--- src/telegram_escape_xor_framer_assert.svh ---
// Assertion macros used by the telegram framer top level
`ifndef TELEGRAM_ESCAPE_XOR_FRAMER_ASSERT_SVH
`define TELEGRAM_ESCAPE_XOR_FRAMER_ASSERT_SVH

// holds whenever cond_a is seen, same cycle
`define TEF_ASSERT_NOW(label, cond_a, cond_b, msg) \
    label: assert property (@(posedge clk) disable iff (!rst_n) (cond_a) |-> (cond_b)) \
        else $error(msg);

// holds in the cycle after cond_a is seen
`define TEF_ASSERT_NEXT(label, cond_a, cond_b, msg) \
    label: assert property (@(posedge clk) disable iff (!rst_n) (cond_a) |=> (cond_b)) \
        else $error(msg);

`endif

--- src/tef_pkg.sv ---
// Types, constants and decode functions for the telegram framer
`timescale 1ns / 1ps

package tef_pkg;

    localparam logic [7:0] CHK_SEED = 8'h7F;
    localparam logic [7:0] CH_OPEN  = 8'h3C;
    localparam logic [7:0] CH_CLOSE = 8'h3E;
    localparam logic [7:0] CH_CR    = 8'h0D;
    localparam logic [4:0] NOT_HEX  = 5'd16;

    typedef enum logic [5:0] {
        PH_OPEN = 6'b000001,
        PH_HI   = 6'b000010,
        PH_LO   = 6'b000100,
        PH_WAIT = 6'b001000,
        PH_EMIT = 6'b010000,
        PH_PASS = 6'b100000
    } phase_t;

    typedef struct packed {
        logic       is_chk;
        logic [7:0] data;
    } beat_t;

    typedef struct packed {
        phase_t     phase;
        logic [7:0] d1;
        logic [7:0] d2;
        logic [7:0] xr;
        logic       emit;
        logic [7:0] val;
    } feed_t;

    typedef struct packed {
        logic [1:0]       count;
        beat_t [2:0]      entry;
        phase_t           phase;
        logic [7:0]       d1;
        logic [7:0]       d2;
        logic [7:0]       xr;
    } step_t;

    function automatic logic [4:0] hex_value(input logic [7:0] c);
        logic [4:0] r;
        begin
            if (c >= 8'h30 && c <= 8'h39)
                r = {1'b0, c[3:0]};
            else if ((c >= 8'h41 && c <= 8'h46) || (c >= 8'h61 && c <= 8'h66))
                r = 5'(c[2:0] + 4'd9);
            else
                r = NOT_HEX;
            return r;
        end
    endfunction

    function automatic logic [7:0] decode_digits(input logic [7:0] d1, input logic [7:0] d2);
        logic [4:0] hi;
        logic [4:0] lo;
        logic [7:0] r;
        begin
            hi = hex_value(d1);
            lo = hex_value(d2);
            if (hi == NOT_HEX)
                r = 8'h00;
            else if (lo == NOT_HEX)
                r = {4'h0, hi[3:0]};
            else
                r = {hi[3:0], lo[3:0]};
            return r;
        end
    endfunction

    function automatic feed_t feed(input phase_t ph, input logic [7:0] d1,
                                   input logic [7:0] d2, input logic [7:0] xr,
                                   input logic [7:0] c);
        feed_t  f;
        phase_t p;
        logic [7:0] v;
        begin
            p = ph;
            if (c == CH_OPEN)
                p = PH_OPEN;
            if (c == CH_CLOSE)
                p = PH_EMIT;
            f.phase = p;
            f.d1    = d1;
            f.d2    = d2;
            f.xr    = xr;
            f.emit  = 1'b0;
            f.val   = c;
            v       = decode_digits(d1, d2);
            unique case (p)
                PH_OPEN: f.phase = PH_HI;
                PH_HI:
                begin
                    f.d1    = c;
                    f.phase = PH_LO;
                end
                PH_LO:
                begin
                    f.d2    = c;
                    f.phase = PH_WAIT;
                end
                PH_WAIT: f.phase = PH_EMIT;
                PH_EMIT:
                begin
                    f.emit  = 1'b1;
                    f.val   = v;
                    f.xr    = xr ^ v;
                    f.d1    = 8'h00;
                    f.d2    = 8'h00;
                    f.phase = PH_PASS;
                end
                default:
                begin
                    f.emit  = 1'b1;
                    f.xr    = xr ^ c;
                    f.phase = PH_PASS;
                end
            endcase
            return f;
        end
    endfunction

endpackage

--- src/tef_step.sv ---
// Per-character decode: character, trailing CR and checksum into an ordered beat list
`timescale 1ns / 1ps

module tef_step
(
    input  tef_pkg::phase_t phase,
    input  logic [7:0]      d1,
    input  logic [7:0]      d2,
    input  logic [7:0]      xr,
    input  logic [7:0]      char_in,
    input  logic            last,
    output tef_pkg::step_t  step
);

    tef_pkg::feed_t f_char;
    tef_pkg::feed_t f_cr;
    tef_pkg::beat_t r_char;
    tef_pkg::beat_t r_cr;
    tef_pkg::beat_t r_chk;
    logic           p_cr;

    always_comb
    begin
        f_char = tef_pkg::feed(phase, d1, d2, xr, char_in);
        f_cr   = tef_pkg::feed(f_char.phase, f_char.d1, f_char.d2, f_char.xr, tef_pkg::CH_CR);
        p_cr   = last & f_cr.emit;
        r_char = '{is_chk: 1'b0, data: f_char.val};
        r_cr   = '{is_chk: 1'b0, data: f_cr.val};
        r_chk  = '{is_chk: 1'b1, data: (last ? f_cr.xr : f_char.xr)};

        step.count    = 2'({1'b0, f_char.emit} + {1'b0, p_cr} + {1'b0, last});
        step.entry[0] = f_char.emit ? r_char : (p_cr ? r_cr : r_chk);
        step.entry[1] = (f_char.emit && p_cr) ? r_cr : r_chk;
        step.entry[2] = r_chk;
        step.phase    = f_char.phase;
        step.d1       = f_char.d1;
        step.d2       = f_char.d2;
        step.xr       = f_char.xr;
    end

endmodule

--- src/tef_out.sv ---
// Output register of the result stream
`timescale 1ns / 1ps

module tef_out
(
    input  logic           clk,
    input  logic           rst_n,
    input  logic           push,
    input  tef_pkg::beat_t beat,
    output logic           free,
    output logic           m_tvalid,
    input  logic           m_tready,
    output logic [7:0]     m_tdata,   // byte_out
    output logic           m_tlast    // is_checksum
);

    logic           valid_reg;
    logic           valid_next;
    tef_pkg::beat_t beat_reg;

    assign free       = !valid_reg || m_tready;
    assign valid_next = push || (valid_reg && !m_tready);

    always_ff @(posedge clk or negedge rst_n)
    begin
        if (!rst_n)
            valid_reg <= 1'b0;
        else
            valid_reg <= valid_next;
    end

    always_ff @(posedge clk)
    begin
        if (push)
            beat_reg <= beat;
    end

    assign m_tvalid = valid_reg;
    assign m_tdata  = beat_reg.data;
    assign m_tlast  = beat_reg.is_chk;

endmodule

--- src/telegram_escape_xor_framer.sv ---
// Top level of the telegram escape decoder and XOR checksum framer
`timescale 1ns / 1ps
`include "telegram_escape_xor_framer_assert.svh"

// Takes one command character per transaction (s_tlast on the final one) and
// sends raw telegram bytes, escapes of the form <hh> decoded, then a checksum
// byte flagged by m_tlast. Characters are taken one per cycle unless the output
// register is held by back-pressure; each result byte passes through the single
// output register, and the final character of a command gives up to three bytes
// (its own byte, the trailing CR byte and the checksum), holding off further
// characters until they are sent. Characters are registered on input.
module telegram_escape_xor_framer
(
    input  logic       clk,
    input  logic       rst_n,
    input  logic       s_tvalid,
    output logic       s_tready,
    input  logic [7:0] s_tdata,   // char_in
    input  logic       s_tlast,   // end_of_command
    output logic       m_tvalid,
    input  logic       m_tready,
    output logic [7:0] m_tdata,   // byte_out
    output logic       m_tlast    // is_checksum
);

    logic            in_valid_reg;
    logic            in_valid_next;
    logic [7:0]      char_reg;
    logic            last_reg;
    tef_pkg::phase_t phase_reg;
    tef_pkg::phase_t phase_next;
    logic [7:0]      d1_reg;
    logic [7:0]      d1_next;
    logic [7:0]      d2_reg;
    logic [7:0]      d2_next;
    logic [7:0]      xr_reg;
    logic [7:0]      xr_next;
    logic [1:0]      beat_reg;
    logic [1:0]      beat_next;
    tef_pkg::step_t  step;
    tef_pkg::beat_t  sel;
    logic            out_free;
    logic            emit;
    logic            consume;
    logic            take;

    tef_step u_step
    (
        .phase   (phase_reg),
        .d1      (d1_reg),
        .d2      (d2_reg),
        .xr      (xr_reg),
        .char_in (char_reg),
        .last    (last_reg),
        .step    (step)
    );

    always_comb
    begin
        unique case (beat_reg)
            2'd0:    sel = step.entry[0];
            2'd1:    sel = step.entry[1];
            default: sel = step.entry[2];
        endcase
    end

    assign emit     = in_valid_reg && (step.count != 2'd0) && out_free;
    assign consume  = in_valid_reg &&
                      ((step.count == 2'd0) || (out_free && (beat_reg == 2'(step.count - 2'd1))));
    assign s_tready = !in_valid_reg || consume;
    assign take     = s_tvalid && s_tready;

    always_comb
    begin
        in_valid_next = take || (in_valid_reg && !consume);
        beat_next     = beat_reg;
        if (consume)
            beat_next = 2'd0;
        else if (emit)
            beat_next = 2'(beat_reg + 2'd1);

        phase_next = phase_reg;
        d1_next    = d1_reg;
        d2_next    = d2_reg;
        xr_next    = xr_reg;
        if (consume)
        begin
            if (last_reg)
            begin
                phase_next = tef_pkg::PH_PASS;
                d1_next    = 8'h00;
                d2_next    = 8'h00;
                xr_next    = tef_pkg::CHK_SEED;
            end
            else
            begin
                phase_next = step.phase;
                d1_next    = step.d1;
                d2_next    = step.d2;
                xr_next    = step.xr;
            end
        end
    end

    always_ff @(posedge clk or negedge rst_n)
    begin
        if (!rst_n)
        begin
            in_valid_reg <= 1'b0;
            beat_reg     <= 2'd0;
            phase_reg    <= tef_pkg::PH_PASS;
            d1_reg       <= 8'h00;
            d2_reg       <= 8'h00;
            xr_reg       <= tef_pkg::CHK_SEED;
        end
        else
        begin
            in_valid_reg <= in_valid_next;
            beat_reg     <= beat_next;
            phase_reg    <= phase_next;
            d1_reg       <= d1_next;
            d2_reg       <= d2_next;
            xr_reg       <= xr_next;
        end
    end

    always_ff @(posedge clk)
    begin
        if (take)
        begin
            char_reg <= s_tdata;
            last_reg <= s_tlast;
        end
    end

    tef_out u_out
    (
        .clk      (clk),
        .rst_n    (rst_n),
        .push     (emit),
        .beat     (sel),
        .free     (out_free),
        .m_tvalid (m_tvalid),
        .m_tready (m_tready),
        .m_tdata  (m_tdata),
        .m_tlast  (m_tlast)
    );

    `TEF_ASSERT_NOW(a_beat_range, 1'b1, beat_reg != 2'd3, "beat index out of range")
    `TEF_ASSERT_NOW(a_beat_item, beat_reg != 2'd0, in_valid_reg && last_reg,
                    "multi-beat without final character")
    `TEF_ASSERT_NEXT(a_end_reset, consume && last_reg,
                     (phase_reg == tef_pkg::PH_PASS) && (xr_reg == tef_pkg::CHK_SEED)
                     && (d1_reg == 8'h00),
                     "state not reset after command end")
    `TEF_ASSERT_NEXT(a_chk_out, emit && sel.is_chk, m_tvalid && m_tlast,
                     "checksum beat lost")

endmodule

--- config.mk ---
export PLATFORM = sky130hd
export DESIGN_NAME = telegram_escape_xor_framer
export DESIGN_NICKNAME = d
export VERILOG_FILES = /design/src/tef_pkg.sv /design/src/tef_step.sv /design/src/tef_out.sv /design/src/telegram_escape_xor_framer.sv
export VERILOG_INCLUDE_DIRS = /design/src /design/src/src
export SDC_FILE = /design/constraint.sdc
export NUM_CORES = 1
export LEC_CHECK = 0
export BUFFER_PORTS_ARGS = -buffer_cell sky130_fd_sc_hd__buf_4
export CORE_MARGIN = 3
export CORE_UTILIZATION = 64
export CTS_BUF_LIST = sky130_fd_sc_hd__clkbuf_4
export CTS_CLUSTER_DIAMETER = 50
export CTS_CLUSTER_SIZE = 16
export DETAILED_ROUTE_END_ITERATION = 7
export GPL_TIMING_DRIVEN = 0
export PLACE_DENSITY = 0.83
export SETUP_SLACK_MARGIN = 0.3
export SYNTH_ARGS = -nofsm -noshare
export SYNTH_HDL_FRONTEND = slang
export SYNTH_SLANG_ARGS = --single-unit
--- constraint.sdc ---
create_clock -name clk -period 4.5 [get_ports clk]
set_input_delay 0 -clock clk [delete_from_list [all_inputs] [get_ports clk]]
set_output_delay 0 -clock clk [all_outputs]
set_load 0.01 [all_outputs]
# ---- After elaboration in Yosys (flattened, before gate mapping)
# Index checks and enable logic that the tools add are counted.
# Widths: inputs -> output; s select.
dict set report word_totals {
  word_cells 137
  reg_bits 52
  out_inout_bits 11
  inputBits 13
}
dict set report op_classes {
  bitwise 5
  n_eq_ne 18
  muxes 32
  n_reduce_logical 39
  order_cmp 24
  addsub 8
}
# cell count
set ops {}
lappend ops {{$mux 8} 10}
lappend ops {{$ge 8x7->1 const B} 8}
lappend ops {{$le 8x7->1 const B} 8}
lappend ops {{$pmux 9 s2} 3}
lappend ops {{$mux 5} 8}
lappend ops {{$ge 8x6->1 const B} 4}
lappend ops {{$le 8x6->1 const B} 4}
lappend ops {{$pmux 8 s2} 2}
lappend ops {{$mux 9} 3}
lappend ops {{$pmux 6 s4} 1}
lappend ops {{$xor 8x8->8} 3}
lappend ops {{$add 3x4->5 const B} 4}
lappend ops {{$eq 5x5->1 const B} 4}
lappend ops {{$logic_and 1x1->1} 20}
lappend ops {{$mux 6} 3}
lappend ops {{$eq 8x6->1 const B} 2}
lappend ops {{$eq 6x1->1 const B} 2}
lappend ops {{$eq 6x2->1 const B} 2}
lappend ops {{$eq 6x3->1 const B} 2}
lappend ops {{$eq 6x4->1 const B} 2}
lappend ops {{$eq 6x5->1 const B} 2}
lappend ops {{$logic_or 1x1->1} 9}
lappend ops {{$reduce_or 4->1} 2}
lappend ops {{$logic_not 1->1} 4}
lappend ops {{11 further kinds} 14}

# ---- Logic depth before layout (Yosys ltp)
dict set report depth {
  ltp_word 26
  ltp_mapped 19
}

# ---- Modules after synthesis
# From an unflattened synthesis, not the netlist that was laid out.
dict set report unflattened {
  cells_unflattened 503
  area_unflattened_um2 4688.2
}
# mod area_per_inst_um2 instances cells_per_inst
set by_module_without_submodules {}
lappend by_module_without_submodules {tef_step 2269.7 1 321}
lappend by_module_without_submodules {telegram_escape_xor_framer 2100.8 1 170}
lappend by_module_without_submodules {tef_out 317.8 1 12}

# ---- Least setup slack after synthesis
# Ideal clock, no wire load.
dict set report synth_path {
  path_type {register to register}
  startpoint {register phase_reg[3]}
  endpoint {register u_out.beat_reg (netlist bit u_out.m_tdata[1]), data pin}
  path_slack_ns 0.761
  setup_ns 0.260
  synth_period_minus_slack_ns 3.739
  stages_incl_launch_ff 15
  t_arrival_ns 3.479
  path_buffers 1
  cell_sequence {dfrtp_1 buf_6 or3_4 nor2_2 nand2_1 a31oi_1 ha_1 nor2_1 or2_1 a2111oi_0 a31oi_2 o2bb2ai_2 a21oi_2 o32ai_2 mux2_4}
}
# element line
set synth_rtl {}
lappend synth_rtl {{from (decl)} telegram_escape_xor_framer.sv:30} ;# tef_pkg::phase_t phase_reg;
lappend synth_rtl {{from (signal assigned)} telegram_escape_xor_framer.sv:111} ;# phase_reg <= tef_pkg::PH_PASS;
lappend synth_rtl {{from (signal assigned)} telegram_escape_xor_framer.sv:120} ;# phase_reg <= phase_next;
lappend synth_rtl {{to (signal assigned)} tef_out.sv:35} ;# beat_reg <= beat;
lappend synth_rtl {{to (decl)} tef_out.sv:19} ;# tef_pkg::beat_t beat_reg;

==> key figures <==
Run status
  – Status: finished clean

Placement
  – Placed inst area: 4760 um2
  – # port buffers: 23
  – Placer congestion estimate: 0.998
  – Pre-CTS setup slack: -0.420 ns
  – Cells after DPL: 647
  – Detailed Place HPWL: 10300 um

Synthesis
  – Mapped Cells: 531
  – Synth cell types: 86
  – Post-Syn Nets: 567
  – FFs w/ async S/R, synth: 0.647
  – Synth warn: 0
  – Post-Syn Area: 4470 um2
  – Main synth FF type: dfrtp_1
  – Post-synthesis sequential area ratio: 0.308
  – Mapped Avg Cell Area: 8.42 um2
  – Post-synth EDFFs: 18
  – FF+latch count, synth: 51

Clock network
  – CTS max path bufs: 2
  – Cts bufs inserted: 5
  – # clock sinks: 51
  – Reg clk slew, reported paths: 0.17 ns
  – Worst-Skew Late Latency: 0.40 ns
  – CTS tree: done
  – H-tree depth: 2
  – Clk root buf: clkbuf_4

Final layout
  – Final core utilization: 0.785
  – Share of cells above drive strength 1: 0.187
  – Syn-to-layout area delta: 15.2%
  – # fillers: 431
  – Ant diodes: 0
  – Fin cells: 677
  – Final #Nets: 619
  – Design area: 5150 um2

Timing
  – Peak Freq: 249 MHz
  – Fin crit share: 0.892
  – Clk_skew: 0.0192 ns
  – Max_slew headroom: 0.224
  – PnR worst setup slack: 0.485 ns
  – Fin. Hold Viols: 0
  – Final min period: 4.01 ns
  – Max Slew Vio Count: 0
  – Final Setup Violations: 0
  – Setup_tns: 0 ns
  – Worst-Margin Slew: 1.16 ns
  – RSZ-0062 raised after global routing: no

Power and ir drop
  – Internal power: 0.00147 W
  – Power share of the sequential group: 0.333
  – Power Density: 525 nW/um2
  – Switching share of power: 0.458
  – Maximum VDD drop: 465 uV
  – Comb power frac: 0.542
  – Psw: 0.00124 W
  – P_leak: 2.12 nW
  – Clk network pwr share: 0.125

Floorplan
  – IO Pins: 24
  – Site Rows: 29
  – Core area: 6570 um2
  – Overall die height: 89.6 um
  – Die area: 8030 um2
  – Initial Utilization: 0.681
  – Die width: 89.6 um

GRT
  – GR Overflow Total: 0
  – Global-route wire length before repair: 22600 um
  – Largest net degree at the start of global routing: 34
  – Vias in the first global route: 4419
  – Global Route Usage Sum: 0.371
  – Initial antenna violation count: 0

Route
  – Antenna Violating Nets Remaining: 0
  – 1st-pass router iterations: 7
  – Via count: 4674
  – First DRT Iteration DRCs: 751
  – Post-route DRC: 0
  – Detailed-route wire length per cell: 21.3 um
  – Vias/cell: 6.90
  – Routed wire length: 14400 um

Worst setup path
  – Crit path DAT: 4.18 ns
  – Required @ worst endpoint: 4.67 ns
  – Worst Setup Path Type: flop to flop
  – CP Max Fanout: 10
  – Startpoint types: flop
  – Flop2flop setup slack: 0.49 ns
  – Critical Path End Type: flop

Run
  – Max cap viols: 0

Hold path
  – Worst hold path class: primary input to async pin
-- cells in the final DEF (no fill, tap or decap), types with 10 or more instances in the layout --
cell type,count
nor3_1,10
a21oi_1,24
o211ai_1,11
dfrtp_1,25
edfxtp_1,18
inv_1,26
buf_4,36
o21ai_0,31
a22oi_1,18
nor2b_1,10
nor2_1,39
dlygate4sd3_1,12
nand2_1,58
ha_1,22
nand3_1,20
-- worst paths after layout --
path                             startpoint               end  depth (start not counted)
worst max-delay path            char_reg[5]  u_out.m_tdata[1]                         16
worst min-delay path                  rst_n         d1_reg[5]                          2
worst max register to register  char_reg[5]  u_out.m_tdata[1]                         16
worst min register to register    xr_reg[1]         xr_reg[1]                          2
max in group asynchronous             rst_n         xr_reg[3]                          2
min in group clk                 s_tdata[3]       char_reg[3]                          2
-- stage by stage --
| stage | hold WS, ns | total power (W) |
|---|---|---|
| after floorplan | -0.296 | 0.00182 |
| after global placement | -0.0240 | 0.00217 |
| after detailed placement | -0.0212 | 0.00223 |
| after CTS | 0.102 | 0.00260 |
| after global routing | 0.0975 | 0.00289 |
| final | 0.0679 | 0.00271 |
-- what timing repair did --
| action | in CTS | in global routing |
|---|---|---|
| gates resized for setup | 10 | 15 |
| endpoints found under the setup margin | 45 | 38 |
| pin swaps | 1 | 0 |
| hold buffers | 12 | 0 |
| hold endpoints to repair | 44 | 0 |
| setup buffers | 4 | 6 |
-- power by group through the flow --
stage	logic, W	clock network, W	registers, W
finish	0.00147	0.000340	0.000901
global route	0.00161	0.000362	0.000921
CTS	0.00137	0.000337	0.000889
detailed placement	0.00133	0	0.000902
floorplan	0.000951	0	0.000866
global placement	0.00128	0	0.000888
-- synthesized netlist by cell type, drive strengths merged, types with 6 or more instances --
cell type	n	area, um2
dfrtp	25	626
nand2b	7	43.8
nor2	42	165
edfxtp	18	541
and2	8	50.1
dfstp	8	210
inv	28	105
o21a	8	61.3
a21oi	29	164
a21boi	6	48.8
xnor2	8	70.1
nor3	11	60.1
a32oi	7	61.3
o21ai	37	189
o31ai	9	67.6
ha	22	275
buf	12	73.8
nand2	60	228
o211ai	12	95.1
a22oi	19	143
nor2b	10	62.6
a31oi	9	77.6
nand3	21	110
clkbuf	16	60.1
-- layout make-up --
class / count / area, um2 / area share
multi-input cells: 424 / 2940 / 0.570
inverters: 28 / 105 / 0.0204
plain buffers: 28 / 145 / 0.0282
flip-flops and latches: 51 / 1380 / 0.267
clock buffers: 6 / 45.0 / 0.00874
clock inverters: 2 / 60.1 / 0.0117
repair buffers: 45 / 368 / 0.0714
well taps: 93 / 116 / 0.0226
-- critical path, cell delays in order, from the launching register on --
cell	delay [ns]
edfxtp_1	0.38
clkbuf_4	0.24
and4bb_1	0.21
buf_4	0.17
nand3_2	0.19
o21a_1	0.28
a22oi_2	0.23
inv_1	0.14
ha_1	0.22
ha_1	0.31
nor2_1	0.10
nand2_1	0.06
a21o_1	0.19
o221ai_2	0.34
a21oi_2	0.10
o32ai_2	0.31
mux2_4	0.32
-- metal layers --
metal	share of wire	GRT usage
met4	0.038	0.152
met1	0.39	0.510
met3	0.12	0.0830
met2	0.45	0.566
met5	0	0
-- cell families (layout without fill, tap and decap cells) --
logic type                 after synthesis  after routing  synth area share
AOI/OAI and AO/OA                      189            189             0.313
adders and majority gates               23             23            0.0660
xor gates and xnor gates                10             10            0.0196
and+or+nand+nor                        196            196             0.226
buffers and inverters                   56            109            0.0534
muxes                                    6              6            0.0145
DFF                                     51             51             0.308
Note: power is estimated with default switching activity, not from simulation.
